File: config.mk
export PLATFORM = sky130hd
export DESIGN_NAME = adpcm_frame_decoder_unit_flat
export DESIGN_NICKNAME = d
export VERILOG_FILES = /design/src/adpcm_pkg.sv /design/src/adpcm_frame_if.sv /design/src/adpcm_sample_if.sv /design/src/adpcm_frame_decoder_unit.sv /design/src/adpcm_mac.sv /design/src/flat_wrapper.sv
export SDC_FILE = /design/constraint.sdc
export NUM_CORES = 1
export LEC_CHECK = 0
export BUFFER_PORTS_ARGS = -buffer_cell sky130_fd_sc_hd__buf_2
export CORE_UTILIZATION = 40
export DETAILED_ROUTE_END_ITERATION = 12
export HOLD_SLACK_MARGIN = 0.02
export PLACE_DENSITY = 0.69
export SYNTH_ARGS = -nofsm -noshare
export SYNTH_HDL_FRONTEND = slang
export SYNTH_SLANG_ARGS = --single-unit
File: constraint.sdc
create_clock -name clk -period 9.25 [get_ports clk]
set_input_delay 0.925 -clock clk [delete_from_list [all_inputs] [get_ports clk]]
set_output_delay 0.925 -clock clk [all_outputs]
set_load 0.02 [all_outputs]
File: src/adpcm_pkg.sv
`timescale 1ns / 1ps

package adpcm_pkg;

	localparam int unsigned SAMPLES_PER_FRAME = 14;
	localparam int unsigned CNT_W             = 4;
	localparam int unsigned NIB_W             = 4;
	localparam int unsigned SAMPLE_W          = 16;
	localparam int unsigned NIBBLES_W         = SAMPLES_PER_FRAME * NIB_W;
	localparam int unsigned HEADER_W          = 8;
	localparam int unsigned CFG_IDX_W         = 3;
	localparam int unsigned CFG_DATA_W        = 64;
	localparam int unsigned HIST_W            = 32;
	localparam int unsigned NUM_COEF_REGS     = 4;
	localparam int unsigned ACC_W             = 34;
	localparam int unsigned FRAC_BITS         = 11;
	localparam int          ROUND_ADD         = 1024;
	localparam int          SAMPLE_MAX        = 32767;
	localparam int          SAMPLE_MIN        = -32768;

	typedef enum logic [1:0] {
		ST_IDLE,
		ST_MUL_OLD,
		ST_MUL_NEW
	} state_t;

	typedef enum logic [CFG_IDX_W-1:0] {
		REG_COEF_01   = 3'd0,
		REG_COEF_23   = 3'd1,
		REG_COEF_45   = 3'd2,
		REG_COEF_67   = 3'd3,
		REG_INIT_HIST = 3'd4
	} cfg_reg_t;

	// load: c2*h2 plus nibble term into accumulator; sel_new: multiply c1*h1
	typedef struct packed {
		logic load;
		logic sel_new;
	} mac_ctrl_t;

endpackage

File: src/adpcm_frame_if.sv
`timescale 1ns / 1ps

interface adpcm_frame_if;
	logic        valid;
	logic        ready;
	logic [7:0]  frame_header;
	logic [55:0] frame_nibbles;
	logic        restart;

	modport source (output valid, output frame_header, output frame_nibbles,
		output restart, input ready);
	modport sink (input valid, input frame_header, input frame_nibbles,
		input restart, output ready);
endinterface

File: src/adpcm_sample_if.sv
`timescale 1ns / 1ps

interface adpcm_sample_if;
	logic               valid;
	logic               ready;
	logic signed [15:0] sample;
	logic               last;

	modport source (output valid, output sample, output last, input ready);
	modport sink (input valid, input sample, input last, output ready);
endinterface

File: src/adpcm_frame_decoder_unit.sv
`timescale 1ns / 1ps
// ADPCM frame decoder, one channel of 4-bit DSP ADPCM.
// frame (sink): one request is an 8-byte frame: header, fourteen nibbles and
//   a restart flag that reloads the two history samples from initial_history.
// pcm (source): fourteen signed 16-bit samples per frame, first nibble first,
//   last high on the fourteenth.
// cfg: write-only port; index 0..3 hold coefficient pairs, 4 the start
//   history. Write only while the decoder is idle.
// Timing: a frame is taken only when the decoder is idle. Each sample goes
//   through the single 16x16 multiplier in ST_MUL_OLD (c2*h2) and then
//   ST_MUL_NEW (c1*h1 with rounding and saturation), so a frame keeps the
//   decoder busy until its fourteenth sample is emitted, and the next frame
//   is taken only once the decoder is back in idle. Each sample is
//   registered in the output register after ST_MUL_OLD and ST_MUL_NEW.
// The last sample waits in the output register while the next frame is
//   accepted. When pcm stalls on an earlier sample, decoding halts until
//   the pending sample is taken.
// Reset clears coefficients, start history, decoder history and the output valid flag.

module adpcm_frame_decoder_unit import adpcm_pkg::*; (
	input  logic                  clk,
	input  logic                  arst_n,
	input  logic                  cfg_we,
	input  logic [CFG_IDX_W-1:0]  cfg_index,
	input  logic [CFG_DATA_W-1:0] cfg_wdata,
	adpcm_frame_if.sink           frame,
	adpcm_sample_if.source        pcm
);

	localparam logic [CNT_W-1:0] LAST_IDX = CNT_W'(SAMPLES_PER_FRAME - 1);

	state_t                     state_q;
	state_t                     state_d;
	mac_ctrl_t                  mac_ctrl;
	logic [CFG_DATA_W-1:0]      coef_q [NUM_COEF_REGS];
	logic [HIST_W-1:0]          init_hist_q;
	logic [CFG_DATA_W-1:0]      coef_reg;
	logic [2*SAMPLE_W-1:0]      pair;
	logic [CNT_W-1:0]           cnt_q;
	logic [NIBBLES_W-1:0]       nibbles_q;
	logic [3:0]                 shift_q;
	logic signed [SAMPLE_W-1:0] c1_q;
	logic signed [SAMPLE_W-1:0] c2_q;
	logic signed [SAMPLE_W-1:0] h1_q;
	logic signed [SAMPLE_W-1:0] h2_q;
	logic signed [SAMPLE_W-1:0] mac_sample;
	logic                       out_valid_q;
	logic signed [SAMPLE_W-1:0] out_sample_q;
	logic                       out_last_q;
	logic                       accept;
	logic                       emit;

	assign frame.ready = (state_q == ST_IDLE);
	assign accept      = frame.valid && frame.ready;
	assign emit        = (state_q == ST_MUL_NEW) && (!out_valid_q || pcm.ready);

	assign pcm.valid  = out_valid_q;
	assign pcm.sample = out_sample_q;
	assign pcm.last   = out_last_q;

	always_ff @(posedge clk or negedge arst_n) begin
		if (!arst_n) begin
			for (int i = 0; i < NUM_COEF_REGS; i++) begin
				coef_q[i] <= '0;
			end
			init_hist_q <= '0;
		end else if (cfg_we) begin
			unique case (cfg_index) inside
				REG_COEF_01, REG_COEF_23, REG_COEF_45, REG_COEF_67: begin
					coef_q[cfg_index[1:0]] <= cfg_wdata;
				end
				REG_INIT_HIST: begin
					init_hist_q <= cfg_wdata[HIST_W-1:0];
				end
				default: ;
			endcase
		end
	end

	assign coef_reg = coef_q[frame.frame_header[6:5]];
	assign pair     = frame.frame_header[4] ? coef_reg[63:32] : coef_reg[31:0];

	always_ff @(posedge clk) begin
		if (accept) begin
			c1_q    <= pair[SAMPLE_W-1:0];
			c2_q    <= pair[2*SAMPLE_W-1:SAMPLE_W];
			shift_q <= frame.frame_header[3:0];
		end
		if (accept) begin
			nibbles_q <= frame.frame_nibbles;
		end else if (emit) begin
			nibbles_q <= nibbles_q << NIB_W;
		end
		if (emit) begin
			out_sample_q <= mac_sample;
			out_last_q   <= (cnt_q == LAST_IDX);
		end
	end

	always_ff @(posedge clk or negedge arst_n) begin
		if (!arst_n) begin
			state_q     <= ST_IDLE;
			cnt_q       <= '0;
			h1_q        <= '0;
			h2_q        <= '0;
			out_valid_q <= 1'b0;
		end else begin
			state_q <= state_d;
			if (accept) begin
				cnt_q <= '0;
				if (frame.restart) begin
					h1_q <= init_hist_q[SAMPLE_W-1:0];
					h2_q <= init_hist_q[HIST_W-1:SAMPLE_W];
				end
			end else if (emit) begin
				cnt_q <= cnt_q + 1'b1;
				h1_q  <= mac_sample;
				h2_q  <= h1_q;
			end
			if (emit) begin
				out_valid_q <= 1'b1;
			end else if (pcm.ready) begin
				out_valid_q <= 1'b0;
			end
		end
	end

	always_comb begin
		state_d          = state_q;
		mac_ctrl.load    = 1'b0;
		mac_ctrl.sel_new = 1'b0;
		unique case (state_q)
			ST_IDLE: begin
				if (accept) begin
					state_d = ST_MUL_OLD;
				end
			end
			ST_MUL_OLD: begin
				mac_ctrl.load = 1'b1;
				state_d       = ST_MUL_NEW;
			end
			ST_MUL_NEW: begin
				mac_ctrl.sel_new = 1'b1;
				if (emit) begin
					state_d = (cnt_q == LAST_IDX) ? ST_IDLE : ST_MUL_OLD;
				end
			end
			default: begin
				state_d = ST_IDLE;
			end
		endcase
	end

	adpcm_mac u_mac (
		.clk    (clk),
		.ctrl   (mac_ctrl),
		.nibble (nibbles_q[NIBBLES_W-1 -: NIB_W]),
		.shift  (shift_q),
		.c1     (c1_q),
		.c2     (c2_q),
		.h1     (h1_q),
		.h2     (h2_q),
		.sample (mac_sample)
	);

endmodule

File: src/adpcm_mac.sv
`timescale 1ns / 1ps

module adpcm_mac import adpcm_pkg::*; (
	input  logic                       clk,
	input  mac_ctrl_t                  ctrl,
	input  logic [NIB_W-1:0]           nibble,
	input  logic [3:0]                 shift,
	input  logic signed [SAMPLE_W-1:0] c1,
	input  logic signed [SAMPLE_W-1:0] c2,
	input  logic signed [SAMPLE_W-1:0] h1,
	input  logic signed [SAMPLE_W-1:0] h2,
	output logic signed [SAMPLE_W-1:0] sample
);

	logic signed [SAMPLE_W-1:0]   mul_a;
	logic signed [SAMPLE_W-1:0]   mul_b;
	logic signed [2*SAMPLE_W-1:0] prod;
	logic signed [ACC_W-1:0]      prod_ext;
	logic signed [ACC_W-1:0]      nib_ext;
	logic signed [ACC_W-1:0]      base;
	logic signed [ACC_W-1:0]      sum;
	logic signed [ACC_W-1:0]      quo;
	logic signed [ACC_W-1:0]      acc_q;

	assign mul_a    = ctrl.sel_new ? c1 : c2;
	assign mul_b    = ctrl.sel_new ? h1 : h2;
	assign prod     = mul_a * mul_b;
	assign prod_ext = {{(ACC_W-2*SAMPLE_W){prod[2*SAMPLE_W-1]}}, prod};
	assign nib_ext  = {{(ACC_W-NIB_W){nibble[NIB_W-1]}}, nibble};
	assign base     = ((nib_ext <<< shift) <<< FRAC_BITS) + ACC_W'(ROUND_ADD);

	always_ff @(posedge clk) begin
		if (ctrl.load) begin
			acc_q <= base + prod_ext;
		end
	end

	assign sum = acc_q + prod_ext;
	assign quo = sum >>> FRAC_BITS;

	always_comb begin
		if (quo > ACC_W'(SAMPLE_MAX)) begin
			sample = SAMPLE_W'(SAMPLE_MAX);
		end else if (quo < ACC_W'(SAMPLE_MIN)) begin
			sample = SAMPLE_W'(SAMPLE_MIN);
		end else begin
			sample = quo[SAMPLE_W-1:0];
		end
	end

endmodule

File: src/flat_wrapper.sv
// flat-port wrapper written by rule: the top's interface ports become plain ports
module adpcm_frame_decoder_unit_flat import adpcm_pkg::*;
  (clk, arst_n, cfg_we, cfg_index, cfg_wdata, frame_valid, frame_frame_header, frame_frame_nibbles, frame_restart, frame_ready, pcm_valid, pcm_sample, pcm_last, pcm_ready);
  adpcm_frame_if frame_i ();
  adpcm_sample_if pcm_i ();
  input  logic clk;
  input  logic arst_n;
  input  logic cfg_we;
  input  logic [CFG_IDX_W-1:0] cfg_index;
  input  logic [CFG_DATA_W-1:0] cfg_wdata;
  input wire logic [$bits(frame_i.valid)-1:0] frame_valid;
  input wire logic [$bits(frame_i.frame_header)-1:0] frame_frame_header;
  input wire logic [$bits(frame_i.frame_nibbles)-1:0] frame_frame_nibbles;
  input wire logic [$bits(frame_i.restart)-1:0] frame_restart;
  output wire logic [$bits(frame_i.ready)-1:0] frame_ready;
  output wire logic [$bits(pcm_i.valid)-1:0] pcm_valid;
  output wire logic [$bits(pcm_i.sample)-1:0] pcm_sample;
  output wire logic [$bits(pcm_i.last)-1:0] pcm_last;
  input wire logic [$bits(pcm_i.ready)-1:0] pcm_ready;
  assign frame_i.valid = frame_valid;
  assign frame_i.frame_header = frame_frame_header;
  assign frame_i.frame_nibbles = frame_frame_nibbles;
  assign frame_i.restart = frame_restart;
  assign frame_ready = frame_i.ready;
  assign pcm_valid = pcm_i.valid;
  assign pcm_sample = pcm_i.sample;
  assign pcm_last = pcm_i.last;
  assign pcm_i.ready = pcm_ready;
  adpcm_frame_decoder_unit u_core (.clk(clk), .arst_n(arst_n), .cfg_we(cfg_we), .cfg_index(cfg_index), .cfg_wdata(cfg_wdata), .frame(frame_i), .pcm(pcm_i));
endmodule
After elaboration in Yosys (flattened, before gate mapping)

Cells that the tools add are included.

Bits in registers: 470
Input bits: 137
Logic and storage cells: 83
Output and inout port bits: 19

Muxes and demuxes: 29
Bitwise operators: 2
Order comparisons: 5
Reduce and logical (&&, ||, !) cells: 14
Shift-type cells: 1
Equality and inequality tests: 10
$add $sub $neg: 4
Multiply operators: 1

Operators with widths:

| cell                                                         | count |
|---|---|
| bitwise mux 256 bit                                          | 1 |
| 2-to-1 mux 64 bit                                            | 3 |
| 2-to-1 mux 16 bit                                            | 10 |
| binary-select mux 64 bit (select 2 bit)                      | 1 |
| demux 64 bit (select 2 bit)                                  | 1 |
| 2-to-1 mux 56 bit                                            | 2 |
| adder 34 x 32 -> 34 bit                                      | 2 |
| adder 34 x 12 -> 34 bit, second input constant               | 1 |
| multiplier 16 x 16 -> 32 bit                                 | 1 |
| 2-to-1 mux 32 bit                                            | 1 |
| > comparator 23 x 16 -> 1 bit, second input constant         | 1 |
| less-than comparator 23 x 16 -> 1 bit, second input constant | 1 |
| <<< shifter 4 x 4 -> 23 bit                                  | 1 |
| 2-to-1 mux 4 bit                                             | 2 |
| AND reduction 2 bit                                          | 4 |
| equality test 3 x 2 -> 1 bit, second input constant          | 2 |
| >= comparator 3 bit, second input constant                   | 2 |
| inverter 2 -> 3 bit                                          | 2 |
| case mux 2 bit (3 select lines)                              | 1 |
| 2-to-1 mux 1 bit                                             | 5 |
| adder 4 x 1 -> 4 bit, second input constant                  | 1 |
| equality test 4 bit, second input constant                   | 1 |
| 2-to-1 mux 2 bit                                             | 2 |
| != test 2 bit, second input constant                         | 2 |
| 13 further kinds                                             | 16 |

Logic depth before layout (Yosys ltp)

Depth after elaboration: 10
Mapped depth: 42
Mapped depth without buffers: 38

Cells and area by module

A second synthesis with hierarchy kept.

Cells, all modules: 2633
Area, all modules: 32772.7 um^2

By module, submodules not included:

| module                   | area an instance (um^2) | instances | cells each | seq. area each (um^2) |
|---|---|---|---|---|
| adpcm_frame_decoder_unit | 18730.5                 | 1         | 1038       | 11456.0 |
| adpcm_mac                | 14042.2                 | 1         | 1595       | 1021.0 |

Worst setup path before layout

OpenSTA, ideal clock, no wires.

Path kind: reg2reg
Start: register u_core.state_q[0]
End: register u_core.out_sample_q[5] (netlist: u_core.pcm.sample[5]) (data pin)
Cell stages (with the launch flop): 39
Path buffers: 5
Path slack: -0.386 ns
Library setup time: 0.262 ns
Arrival: 9.374 ns
Required time: 8.988 ns
Period minus slack after synthesis: 9.636 ns
Cell sequence: dfrtp_1 > and2b_1 > clkbuf_1 > clkbuf_1 > clkbuf_1 > mux2i_1 > nor2_1 > fa_1 > inv_1 > fa_1 > fa_1 > inv_1 > fa_1 > fa_1 > inv_1 > fa_1 > inv_1 > ha_1 > [... 3 more ...] > o21ai_2 > a41o_1 > a21o_1 > and2_1 > a221oi_1 > xnor2_1 > ha_1 > clkbuf_1 > a21o_1 > a21o_1 > a21o_1 > a31oi_1 > o21ai_1 > xnor2_1 > nand3_1 > nand2_2 > buf_4 > nand2_1

Cells in the longest elaborated chain, start to end: 8
Elaborated cells between the ends (all ways): 10
Classes of those cells: 1 x add/sub; 1 x mul; 2 x order compare; 1 x eq/ne; 5 x mux

Ends and longest elaborated chain:

| element                               | line                             | source |
|---|---|---|
| from (decl)                           | adpcm_frame_decoder_unit.sv:32   | `state_t state_q;` |
| from (signal assigned)                | adpcm_frame_decoder_unit.sv:108  | `state_q <= state_d;` |
| equality test 2 bit (*)               | adpcm_frame_decoder_unit.sv:132  | `unique case (state_q)` |
| 2-to-1 mux 1 bit (*)                  | adpcm_frame_decoder_unit.sv:132  |  |
| 2-to-1 mux 16 bit (on tied branches)  | adpcm_mac.sv:25, adpcm_mac.sv:26 |  |
| multiplier 16 x 16 -> 32 bit (*)      | adpcm_mac.sv:27                  | `assign prod = mul_a * mul_b;` |
| adder 34 x 32 -> 34 bit (*)           | adpcm_mac.sv:38                  | `assign sum = acc_q + prod_ext;` |
| less-than comparator 23 x 16 -> 1 bit | adpcm_mac.sv:44                  | `end else if (quo < ACC_W'(SAMPLE_MIN)) begin` |
| 2-to-1 mux 16 bit                     | adpcm_mac.sv:44                  |  |
| 2-to-1 mux 16 bit (*)                 | adpcm_mac.sv:42                  | `if (quo > ACC_W'(SAMPLE_MAX)) begin` |
| named net u_core.mac_sample[5]        | adpcm_frame_decoder_unit.sv:46   | `logic signed [SAMPLE_W-1:0] mac_sample;` |
| to (signal assigned)                  | adpcm_frame_decoder_unit.sv:95   | `out_sample_q <= mac_sample;` |
| to (decl)                             | adpcm_frame_decoder_unit.sv:48   | `logic signed [SAMPLE_W-1:0] out_sample_q;` |

The timed path passes the listed nets; every way through them passes the cells marked *.
A chain may end at the register's enable or synchronous reset.

Worst setup path after layout

Same ends and word-level chain as after synthesis.

==> impl_metrics.json <==
{
  "worstReg2RegEnd": "u_core.pcm.sample[5]",
  "clock-sinks": 470,
  "wl_met1_um": 34500,
  "per_cell_routed_wire_length_um": 18.6,
  "global_route_wire_length_before_repair_um": 128000,
  "maxSlewHeadroom_pct": 25.1,
  "cts-htree-levels": 2,
  "timing.critical_path.required_ns": 9.59,
  "seq_area_frac_synth_pct": 38.5,
  "route.met2.wl_um": 39000,
  "worstPathMaxFanout": 8,
  "crit_path_end_kind": "flip-flop",
  "floorplan.die.height_um": 287,
  "max_freq_ghz": 0.109,
  "core_region_area_um2": 80400,
  "grt_setup_unrepaired": "yes",
  "run_status": "complete, no violations",
  "ant_nets": 0,
  "cp-start-kind": "flip-flop",
  "max-cap-violations": 0,
  "flow.area_growth_from_synthesis_pct": 20.2,
  "grt_remaining_overflow": 0,
  "timing_hold_violations_final": 0,
  "crit_buf_inv": 10,
  "layout.cell_area.non_filler_um2": 39000,
  "endpoint_arrival_time_on_the_critical_path_ns": 9.52,
  "cp.depth": 41,
  "critical_path.startpoint": "u_core.state_q[0]",
  "post-route-drc-count": 0,
  "final_net_count": 3815,
  "numCtsBuffers": 48,
  "syn_nets": 3405,
  "placementRows": 104,
  "timing.final.setup_violations": 0,
  "routed_wirelength_um": 81400,
  "post_route_cells_drive_above_1_share_pct": 33.1,
  "cts.hold.buffers_added": 0,
  "root_buffer": "sky130_fd_sc_hd__clkbuf_16",
  "regToRegStartpoint": "u_core.state_q[0]",
  "skew_ns": 0.0202,
  "synth_enable_flop_cells": 143,
  "number_of_placed_instances_taps_included": 4255,
  "worst_hold_path_type": "input pin to asynchronous set/reset pin",
  "clock_path_buffers": 3,
  "tritoncts_clock_tree": "done",
  "timing.reg2reg.worst_path_depth": 41,
  "num_vias": 22500,
  "syn_area_per_cell_um2": 11.3,
  "port_buffers": 154,
  "synthesized_flop_and_latch_total": 470,
  "mappedNetlistArea_um2": 32400,
  "netlist-cell-type-count": 74,
  "io_pins": 156,
  "setup.worst_path.class": "flip-flop to flip-flop",
  "clock_latency_ns": 0.60,
  "yosys_warnings": 0,
  "detailedRoute.firstIterationViolations": 1668,
  "cpMaxStageDelayCell": "sky130_fd_sc_hd__fa_1",
  "fin_tns_setup_ns": 0,
  "fillers": 7212,
  "slew_viol_final": 0,
  "setup.reg_to_reg.worst_slack_ns": 0.07,
  "track_usage_pct": 19.9,
  "routabilityCongestion": 0.961,
  "crit_family": "adder cells",
  "grt_start_max_net_pins": 177,
  "cts.clk_slew.worst_paths_ns": 0.06,
  "number_of_antenna_violations_at_the_first_check_in_global_routing": 5,
  "worst_slew_pin_slew_ns": 1.12,
  "min_period_over_period_pct": 99.3,
  "place_area_um2": 36400,
  "detail_route.first_pass.iterations": 6,
  "grt_pass1_vias": 23200,
  "asyncSetResetFlopFracSynth_pct": 69.6,
  "detailroute.wirelength.met3_um": 4640,
  "top_layer": "met5",
  "post_synth_inst_count": 2868,
  "finalNonFillerCells": 4380,
  "vias_per_cell": 5.14,
  "finalHoldWorstSlack_ns": 0.336,
  "ys_dominant_reg_cell": "sky130_fd_sc_hd__dfrtp_1",
  "die-area_um2": 82200,
  "initial_utilization_pct": 40.3,
  "place.detailed.hpwl_um": 60800,
  "finalCriticalPeriod_ns": 9.18,
  "crit_path_max_incr_delay_ns": 0.56,
  "die_outline_width_um": 287
}
[kinds of logic after synthesis]
group                      Yosys count  share of synthesized area [%]
adders and majority gates          400                           21.5
xor gates and xnor gates            79                           2.24
buffers and inverters              448                           5.29
muxes                              421                           16.7
and+or+nand+nor                    772                           9.96
DFF                                470                           38.5
AOI/OAI and AO/OA                  278                           5.79
[how the worst max path moves through the flow]
stage | endpoint | slack [ns]
2_1_floorplan | u_core.pcm.sample[5] | 0.07
3_3_place_gp | u_core.pcm.sample[1] | -0.05
3_5_place_dp | u_core.pcm.sample[1] | -0.18
4_1_cts | u_core.pcm.sample[0] | 0.005
5_1_grt | u_core.h1_q[0] | -0.18
6_report | u_core.pcm.sample[5] | 0.07
[layout by cell type, fill, tap and decap left out, types with 23 or more instances in the layout]
cell type                   count
sky130_fd_sc_hd__nand2_1      428
sky130_fd_sc_hd__inv_1        328
sky130_fd_sc_hd__dfrtp_1      326
sky130_fd_sc_hd__mux2_2       322
sky130_fd_sc_hd__buf_4        287
sky130_fd_sc_hd__fa_1         256
sky130_fd_sc_hd__nor2_1       176
sky130_fd_sc_hd__buf_2        152
sky130_fd_sc_hd__edfxtp_1     143
sky130_fd_sc_hd__ha_1         129
sky130_fd_sc_hd__mux4_2        64
sky130_fd_sc_hd__a21oi_1       56
sky130_fd_sc_hd__clkbuf_16     50
sky130_fd_sc_hd__xnor2_1       45
sky130_fd_sc_hd__o21ai_0       43
sky130_fd_sc_hd__a21o_1        35
sky130_fd_sc_hd__mux2i_1       23
sky130_fd_sc_hd__and3_1        23
[Yosys cell counts (48+ instances only)]
cell type                  count  area, um2
sky130_fd_sc_hd__a21oi_1      66        330
sky130_fd_sc_hd__clkbuf_1    101        379
sky130_fd_sc_hd__dfrtp_1     327       8180
sky130_fd_sc_hd__edfxtp_1    143       4290
sky130_fd_sc_hd__fa_1        263       5270
sky130_fd_sc_hd__ha_1        137       1710
sky130_fd_sc_hd__inv_1       333       1250
sky130_fd_sc_hd__mux2_2      322       3630
sky130_fd_sc_hd__mux4_2       64       1440
sky130_fd_sc_hd__nand2_1     448       1680
sky130_fd_sc_hd__nor2_1      185        694
sky130_fd_sc_hd__o21ai_0      48        240
sky130_fd_sc_hd__xnor2_1      54        473
[flip-flops by register name, summed over array words and instances (netlist names), 4 cells and up]
register	flops
u_core.shift_q	4
u_core.init_hist_q	32
u_core.h1_q	16
u_core.h2_q	16
u_core.pcm.sample	16
u_core.cnt_q	4
u_core.c1_q	16
u_core.c2_q	16
u_core.coef_q	256
u_core.u_mac.acc_q	34
u_core.nibbles_q	56
[cell type report]
| cell class | count | area, um2 | area share, % |
|---|---|---|---|
| Inverter | 333 | 1250 | 3.21 |
| Multi-Input combinational cell | 1951 | 19000 | 48.7 |
| Clock inverter | 17 | 121 | 0.311 |
| Sequential cell | 470 | 12500 | 32.0 |
| Tap cell | 1060 | 1330 | 3.40 |
| Timing Repair Buffer | 474 | 3450 | 8.84 |
| Antenna cell | 3 | 7.51 | 0.0193 |
| Clock buffer | 72 | 1380 | 3.54 |
[stage by stage]
step                setup WS (ns)  utilization (%)
finish                     0.0677             48.5
global route               -0.176             48.5
CTS                       0.00549             47.3
detailed placement         -0.176             45.2
global placement          -0.0537             45.2
floorplan                  0.0673                -
[timing repair]
item,in CTS,in global routing
setup buffers,5,24
hold endpoints to repair,0,0
gates resized for setup,19,158
setup endpoints to repair,31,34
pin swaps,14,97
cloned,2,3
[layer usage]
| metal | global-route usage, % | up-vias |
|---|---|---|
| met2 | 33.0 | 551 |
| met3 | 3.73 | 152 |
| li1 | - | 10400 |
| met1 | 25.8 | 11400 |
| met4 | 7.63 | 4 |
| met5 | 0 | - |
Power is not shown: default switching activity piles up to over one toggle a cycle in this logic, so the estimate is an artifact.
